===== src/rtl/core/grid_astar_search_unit_macros.svh =====
// Assertion macros for the grid A* search unit.
// Included by the RTL files that carry concurrent checks; needs a clk and rst in scope.
`ifndef GRID_ASTAR_SEARCH_UNIT_MACROS_SVH
`define GRID_ASTAR_SEARCH_UNIT_MACROS_SVH
`ifndef NO_ASSERTIONS
// same-cycle implication, sampled on clk, off during reset
`define GAS_ASSERT_NOW(lbl, ante, cons, msg) \
  lbl: assert property (@(posedge clk) disable iff (rst) (ante) |-> (cons)) else $error(msg);
// next-cycle implication, sampled on clk, off during reset
`define GAS_ASSERT_NEXT(lbl, ante, cons, msg) \
  lbl: assert property (@(posedge clk) disable iff (rst) (ante) |=> (cons)) else $error(msg);
`else
`define GAS_ASSERT_NOW(lbl, ante, cons, msg)
`define GAS_ASSERT_NEXT(lbl, ante, cons, msg)
`endif
`endif


===== src/rtl/core/gas_pkg.sv =====
// Shared types, codes and helpers for the grid A* search unit.
// No dependencies; used by gas_regs, gas_engine and the top level.
package gas_pkg;

  localparam int GRID_COLS_DEF = 32;
  localparam int GRID_ROWS_DEF = 32;
  localparam int G_W = 18;
  localparam logic [G_W-1:0] G_MAX = 18'h3FFFF;
  localparam int DIM_W = 9;

  typedef enum logic [1:0] {
    OP_LOAD    = 2'd0,
    OP_RESTART = 2'd1,
    OP_EXPAND  = 2'd2,
    OP_READ    = 2'd3
  } op_t;

  typedef enum logic [2:0] {
    ST_ACK         = 3'd0,
    ST_EXPANDED    = 3'd1,
    ST_GOAL        = 3'd2,
    ST_NO_PATH     = 3'd3,
    ST_FINISHED    = 3'd4,
    ST_OUT_OF_PATH = 3'd5
  } status_t;

  typedef enum logic [1:0] {
    PH_IDLE   = 2'd0,
    PH_SEARCH = 2'd1,
    PH_FOUND  = 2'd2,
    PH_NOPATH = 2'd3
  } phase_t;

  // neighbour order: (-1,0) (0,+1) (+1,0) (0,-1) in (col,row)
  typedef enum logic [1:0] {
    DIR_W = 2'd0,
    DIR_S = 2'd1,
    DIR_E = 2'd2,
    DIR_N = 2'd3
  } dir_t;

  typedef enum logic [2:0] {
    REG_GRID_WIDTH  = 3'd0,
    REG_GRID_HEIGHT = 3'd1,
    REG_START_X     = 3'd2,
    REG_START_Y     = 3'd3,
    REG_GOAL_X      = 3'd4,
    REG_GOAL_Y      = 3'd5
  } reg_idx_t;

  typedef struct packed {
    logic [5:0] grid_width;
    logic [5:0] grid_height;
    logic [4:0] start_x;
    logic [4:0] start_y;
    logic [4:0] goal_x;
    logic [4:0] goal_y;
  } cfg_t;

  typedef struct packed {
    status_t    status;
    logic [4:0] col;
    logic [4:0] row;
    logic [G_W-1:0] cost_g;
    logic [10:0] path_length;
  } res_t;

  // clamp a size register to 1..lim
  function automatic logic [DIM_W-1:0] clamp_dim(logic [5:0] v, int unsigned lim);
    logic [DIM_W-1:0] r;
    r = DIM_W'(v);
    if (v == 6'd0) r = DIM_W'(1);
    else if (32'(v) > lim) r = DIM_W'(lim);
    return r;
  endfunction

  function automatic logic [DIM_W-1:0] absdiff(logic [DIM_W-1:0] a, logic [DIM_W-1:0] b);
    return (a > b) ? (a - b) : (b - a);
  endfunction

endpackage


===== src/rtl/core/gas_regs.sv =====
// APB configuration registers of the grid A* search unit.
// Depends on gas_pkg (cfg_t, register indexes).
module gas_regs (
  input  logic          clk,
  input  logic          rst,
  input  logic          psel,
  input  logic          penable,
  input  logic          pwrite,
  input  logic [4:0]    paddr,
  input  logic [31:0]   pwdata,
  output logic [31:0]   prdata,
  output logic          pready,
  output gas_pkg::cfg_t cfg
);

  logic [2:0] idx;

  assign idx    = paddr[4:2];
  assign pready = 1'b1;

  always_ff @(posedge clk) begin
    if (rst) begin
      cfg.grid_width  <= 6'd32;
      cfg.grid_height <= 6'd32;
      cfg.start_x     <= 5'd0;
      cfg.start_y     <= 5'd0;
      cfg.goal_x      <= 5'd0;
      cfg.goal_y      <= 5'd0;
    end else if (psel && penable && pwrite) begin
      case (idx)
        gas_pkg::REG_GRID_WIDTH:  cfg.grid_width  <= pwdata[5:0];
        gas_pkg::REG_GRID_HEIGHT: cfg.grid_height <= pwdata[5:0];
        gas_pkg::REG_START_X:     cfg.start_x     <= pwdata[4:0];
        gas_pkg::REG_START_Y:     cfg.start_y     <= pwdata[4:0];
        gas_pkg::REG_GOAL_X:      cfg.goal_x      <= pwdata[4:0];
        gas_pkg::REG_GOAL_Y:      cfg.goal_y      <= pwdata[4:0];
        default: ;
      endcase
    end
  end

  always_comb begin
    case (idx)
      gas_pkg::REG_GRID_WIDTH:  prdata = 32'(cfg.grid_width);
      gas_pkg::REG_GRID_HEIGHT: prdata = 32'(cfg.grid_height);
      gas_pkg::REG_START_X:     prdata = 32'(cfg.start_x);
      gas_pkg::REG_START_Y:     prdata = 32'(cfg.start_y);
      gas_pkg::REG_GOAL_X:      prdata = 32'(cfg.goal_x);
      gas_pkg::REG_GOAL_Y:      prdata = 32'(cfg.goal_y);
      default:                  prdata = 32'd0;
    endcase
  end

endmodule


===== config.mk =====
export PLATFORM = sky130hd
export DESIGN_NAME = gas_regs
export DESIGN_NICKNAME = d
export VERILOG_FILES = /design/src/rtl/core/grid_astar_search_unit_macros.svh /design/src/rtl/core/gas_pkg.sv /design/src/rtl/core/gas_regs.sv
export SDC_FILE = /design/constraint.sdc
export NUM_CORES = 1
export LEC_CHECK = 0
export BUFFER_PORTS_ARGS = -buffer_cell sky130_fd_sc_hd__buf_2
export CORE_UTILIZATION = 46
export CTS_CLUSTER_SIZE = 12
export DETAILED_ROUTE_END_ITERATION = 16
export PLACE_DENSITY = 0.85
export SYNTH_ARGS = -nofsm -noshare
export SYNTH_HDL_FRONTEND = slang
export SYNTH_SLANG_ARGS = --single-unit

===== constraint.sdc =====
create_clock -name clk -period 1.5 [get_ports clk]
set_input_delay 0.075 -clock clk [delete_from_list [all_inputs] [get_ports clk]]
set_output_delay 0.075 -clock clk [all_outputs]
set_load 0.05 [all_outputs]

* After elaboration in Yosys (flattened, before gate mapping)
Index checks and enable logic that the tools add are counted.
Operators by class: add/sub/neg operators 0, multipliers 0, div/mod/pow operators 0, magnitude comparators 0, equal/unequal tests 5, shift-type cells 0, multiplexer cells 1, bitwise gates (word level) 0, reductions and logical operators 9
Operators by type and width (number):
- 6-bit one-hot mux with 6 select lines | 1
- 2-bit AND reduction | 6
- 3-bit by 2-bit == test with 1-bit output, second input constant | 2
- 3-bit == test, second input constant | 2
- 3-bit by 1-bit == test with 1-bit output, second input constant | 1
- 3-bit logical NOT | 1
- 1-bit logical AND | 2
Word-level totals: bits in registers 32, latch bits 0, memory bits (writable) 0, memory bits (read-only) 0, input port bits 42, logic and storage cells 21, memories 0

* Depth between registers and ports, before layout
word-level depth 3, gate-level depth with buffers 4

* Worst setup path after synthesis
OpenSTA, ideal clock, no wires.
path kind reg2out, start point register cfg[11] in the netlist's numbering, end point output port prdata[1], arrival 2.041 ns, required time 1.425 ns, setup slack -0.616 ns, stages on the path, launching flop included 4, path buffers 0, path through dfxtp_1 > mux2_2 > a22oi_1 > o21ai_0
Between the ends: longest elaborated chain between the ends 1
Ends and longest elaborated chain:
- start, declared | RTL line gas_regs.sv:13 | output gas_pkg::cfg_t cfg
- 6-bit one-hot mux with 6 select lines | RTL line gas_regs.sv:43 | case (idx)
- end, declared | RTL line gas_regs.sv:11 | output logic [31:0] prdata,
Every way passes these cells.

* Worst setup path after layout
start point register cfg[14] in the netlist's numbering, end point output port prdata[4]
Same word-level chain as after synthesis.

==> flow_summary.html <==
<table>
<tr><th>Metric</th><th>Value</th></tr>
<tr><th colspan="2">Logic synthesis</th></tr>
<tr><td>Share of the synthesized netlist area taken by xor and xnor gates</td><td>0%</td></tr>
<tr><td>Synth Instances</td><td>between 150 and 200</td></tr>
<tr><td>Cell accounting for the most synthesized area</td><td>dfxtp_1</td></tr>
<tr><td>Count of distinct cell types in the synthesized netlist</td><td>25</td></tr>
<tr><td>Mean instance size in the synthesized netlist</td><td>9.84 µm²</td></tr>
<tr><td>Top area cells in the synthesized netlist</td><td>dfxtp_1 (36%), mux2i_1 (19%), nand2b_1 (12%)</td></tr>
<tr><td>Post-synth design cell area</td><td>1770 µm²</td></tr>
<tr><td>Compound-gate portion of the synthesized area</td><td>~5.2%</td></tr>
<tr><td>Flop and latch count out of synthesis</td><td>32</td></tr>
<tr><td>Simple-gate area share of the yosys netlist</td><td>between 10% and 20%</td></tr>
<tr><td>Fraction of the yosys area taken by sequential cells</td><td>a little over a third</td></tr>
<tr><td>Adder and majority gate portion of the synthesized area</td><td>0%</td></tr>
<tr><td>Yosys warning total</td><td>0</td></tr>
<tr><td>Dominant combinational cell family by area after synthesis</td><td>multiplexers</td></tr>
<tr><td>Multiplexer fraction of the synthesized cell area</td><td>approximately 26%</td></tr>
<tr><td>Top-area cell type share of the netlist area</td><td>36.2%</td></tr>
<tr><th colspan="2">Layout</th></tr>
<tr><td>Most common cell after layout, fill and taps aside</td><td>buf_2</td></tr>
<tr><td>Fraction of final layout cells sized beyond drive strength 1</td><td>between 30% and 40%</td></tr>
<tr><td>Area of all sequential standard cells</td><td>approximately 650 µm²</td></tr>
<tr><td>Filler cells</td><td>336</td></tr>
<tr><td>Post-layout net count</td><td>275</td></tr>
<tr><td>Top flop regs</td><td>cfg: 32 flops</td></tr>
<tr><td>Area growth, synth to finish</td><td>22.6%</td></tr>
<tr><td>Ant diodes</td><td>0</td></tr>
<tr><td>Reg with most FFs</td><td>cfg</td></tr>
<tr><td>Max reg flops</td><td>32</td></tr>
<tr><td>Post-Route Utilization</td><td>between 50% and 60%</td></tr>
<tr><td>Multi-input combinational cell area</td><td>roughly 1100 µm²</td></tr>
<tr><td>Commonest cells after routing, fill and taps aside</td><td>buf_2 (48), nand2b_1 (35), mux2i_1 (33), conb_1 (27), dfxtp_1 (27)</td></tr>
<tr><th colspan="2">Placement</th></tr>
<tr><td>Post-place setup slack</td><td>0.0898 ns</td></tr>
<tr><td>Half-perimeter wire length after placement</td><td>2790 µm</td></tr>
<tr><td>Final RePlAce weighted congestion</td><td>around 0.74</td></tr>
<tr><td># port buffers</td><td>51</td></tr>
<tr><th colspan="2">Global routing</th></tr>
<tr><td>Total overflow reported by the global router</td><td>0</td></tr>
<tr><td>Pin count of the biggest net entering global routing</td><td>28</td></tr>
<tr><td>Initial antenna violation count</td><td>0</td></tr>
<tr><td>Number of global-route vias before repair</td><td>1288</td></tr>
<tr><td>Wire length of the first global-routing pass</td><td>6180 µm</td></tr>
<tr><td>Combined global-route utilization of all metal layers</td><td>20.0%</td></tr>
<tr><th colspan="2">Worst setup path</th></tr>
<tr><td>Maximum cell stage delay along the critical path</td><td>roughly 0.47 ns</td></tr>
<tr><td>CP Cell Sequence</td><td>mux4_2 &gt; a22o_1 &gt; buf_6</td></tr>
<tr><td>Top Family by Delay on Critical Path</td><td>multiplexers</td></tr>
<tr><td>Req. time, crit path</td><td>~1.4 ns</td></tr>
<tr><td>Crit path launch type</td><td>register</td></tr>
<tr><td>Number of buffer and inverter stages on the critical path</td><td>1</td></tr>
<tr><td>CP Capture Type</td><td>primary output</td></tr>
<tr><td>Maximum fanout encountered on the critical timing path</td><td>3</td></tr>
<tr><td>Slowest stage cell on the critical path</td><td>mux4_2</td></tr>
<tr><td>Arrival time at the worst endpoint</td><td>between 1 and 1.5 ns</td></tr>
<tr><td>Category of the most critical setup path</td><td>register to primary output</td></tr>
<tr><th colspan="2">Timing</th></tr>
<tr><td>Final setup viols</td><td>1</td></tr>
<tr><td>Peak Freq</td><td>around 660 MHz</td></tr>
<tr><td>Min setup slack post-route</td><td>-0.0113 ns</td></tr>
<tr><td>RSZ-0062 raised after global routing</td><td>true</td></tr>
<tr><td>Final critical-path required period</td><td>approximately 1.5 ns</td></tr>
<tr><td>Final hold violations</td><td>0</td></tr>
<tr><td>WHS</td><td>a little over 0.06 ns</td></tr>
<tr><td>Maximum clock skew at final layout</td><td>0 ns</td></tr>
<tr><td>Slew Limit Fails</td><td>0</td></tr>
<tr><td>Setup TNS</td><td>-0.0113 ns</td></tr>
<tr><td>Final period utilization</td><td>101%</td></tr>
<tr><th colspan="2">Route</th></tr>
<tr><td>Routed WL</td><td>about 3900 µm</td></tr>
<tr><td>DRC Markers</td><td>0</td></tr>
<tr><td>First-pass DRT Iterations</td><td>4</td></tr>
<tr><td>Total via count in the routed design</td><td>1383</td></tr>
<tr><td>Number of DRC violations after detailed-routing iteration 0</td><td>62</td></tr>
<tr><td>Remaining antenna violation count after routing</td><td>0</td></tr>
<tr><td>Drt wl/cell</td><td>roughly 14 µm</td></tr>
<tr><td>Via-per-instance ratio</td><td>4.92</td></tr>
<tr><th colspan="2">Power and ir drop</th></tr>
<tr><td>Worst IR drop on VDD</td><td>~0.48 mV</td></tr>
<tr><td>Leak</td><td>~1.1 nW</td></tr>
<tr><td>P per Cell Area</td><td>around 840 nW/µm²</td></tr>
<tr><td>Total power of the final layout</td><td>1.83 mW</td></tr>
<tr><th colspan="2">Clock network</th></tr>
<tr><td>Maximum clock insertion buffer count</td><td>2</td></tr>
<tr><td>CTS root buffer</td><td>clkbuf_8</td></tr>
<tr><td>Number of buffers inserted during clock tree synthesis</td><td>5</td></tr>
<tr><td>Number of hold buffers added after cts</td><td>0</td></tr>
<tr><td>Insertion delay to the later sink of the worst-skew pair</td><td>0.28 ns</td></tr>
<tr><td>Post-CTS Setup Bufs</td><td>0</td></tr>
<tr><td>CTS tree</td><td>yes</td></tr>
<tr><td>Maximum level of the CTS H-tree</td><td>2</td></tr>
<tr><td># clock sinks</td><td>32</td></tr>
<tr><td>Clock-pin transition on the worst setup and hold timing paths</td><td>about 0.060 ns</td></tr>
<tr><th colspan="2">Die</th></tr>
<tr><td>Die W</td><td>approximately 64 µm</td></tr>
<tr><td>Area inside the core boundary</td><td>3690 µm²</td></tr>
<tr><td>Initial Util</td><td>between 40% and 50%</td></tr>
<tr><td>Die boundary height</td><td>roughly 64 µm</td></tr>
<tr><td>Total die area</td><td>4100 µm²</td></tr>
<tr><td>I/O pin cnt</td><td>107</td></tr>
<tr><td>Std-Cell Rows</td><td>22</td></tr>
<tr><th colspan="2">Run</th></tr>
<tr><td>Number of max-cap violations</td><td>0</td></tr>
<tr><th colspan="2">Hold path</th></tr>
<tr><td>HP Class</td><td>input pin to register</td></tr>
<tr><th colspan="2">Status</th></tr>
<tr><td>Violated checks</td><td>setup timing</td></tr>
<tr><td>Status</td><td>finished with violations</td></tr>
</table>
-- power breakdown --
part	switching [mW]	internal [mW]	leakage, nW
Combinational	0.272	0.0766	0.834
Clock	0.302	0.315	0.0410
Sequential	0.00504	0.856	0.261
Total	0.579	1.25	1.14
-- final cells by class --
| cell class | instances | area share (%) |
|---|---|---|
| Clock buffer | 6 | 3.34 |
| Clock inverter | 1 | 0.231 |
| Tap cell | 48 | 2.77 |
| Multi-Input combinational cell | 137 | 49.3 |
| Sequential cell | 32 | 29.8 |
| Inverter | 1 | 0.173 |
| Timing Repair Buffer | 56 | 14.4 |
-- metrics by stage --
stage               cells  instance area (µm²)
CTS                   281                 2150
detailed placement    274                 2010
global route          281                 2170
global placement      274                 2010
floorplan             205                 1910
finish                281                 2170
-- worst paths after layout --
check        startpoint        end  slack, ns  cells past startpoint
max             cfg[14]  prdata[4]      -0.01                      3
min           pwdata[5]    cfg[25]       0.06                      3
max reg2reg      cfg[7]     cfg[7]       0.82                      2
min reg2reg     cfg[30]    cfg[30]       0.49                      2
-- kinds of logic after synthesis --
family          count (synthesis)
buf+inv                        36
mux                            43
flops                          32
other cells                     2
compound gates                 13
simple gates                   54
-- cell usage after synthesis --
| library cell | number |
|---|---|
| a22o_1 | 1 |
| dfxtp_1 | 32 |
| a221oi_1 | 2 |
| and4_1 | 1 |
| mux2i_1 | 33 |
| buf_6 | 1 |
| nor2b_1 | 2 |
| mux2_2 | 9 |
| nor3_1 | 1 |
| a22oi_1 | 6 |
| buf_4 | 28 |
| buf_2 | 2 |
| nand2_1 | 2 |
| inv_1 | 1 |
| clkbuf_1 | 4 |
| nor3b_1 | 1 |
| and2_1 | 2 |
| nor2_1 | 5 |
| nand2_2 | 4 |
| nand2b_1 | 35 |
| conb_1 | 2 |
| a21oi_1 | 2 |
| mux4_2 | 1 |
| and4b_1 | 1 |
| o21ai_0 | 2 |
-- per-layer routing --
| layer | vias up | global-route usage (%) | share of wire, % |
|---|---|---|---|
| li1 | 664 | - | - |
| met1 | 650 | 24.1 | 44 |
| met2 | 60 | 32.8 | 48 |
| met3 | 9 | 5.71 | 6.5 |
| met4 | 0 | 8.81 | 1.7 |
| met5 | - | 0 | 0 |
-- worst min-delay path, cell delays in order --
cell	delay [ns]
buf_2	0.08
nor2_1	0.05
mux2i_1	0.10
-- what timing repair did --
item / 4_1_cts / 5_1_grt
endpoints found under the setup margin: 3 / 4
gates resized for setup: 11 / 10
endpoints found under the hold margin: 0 / 0
gates cloned: 0 / 0
pin swaps: 0 / 2
(Power assumes the default switching activity.)
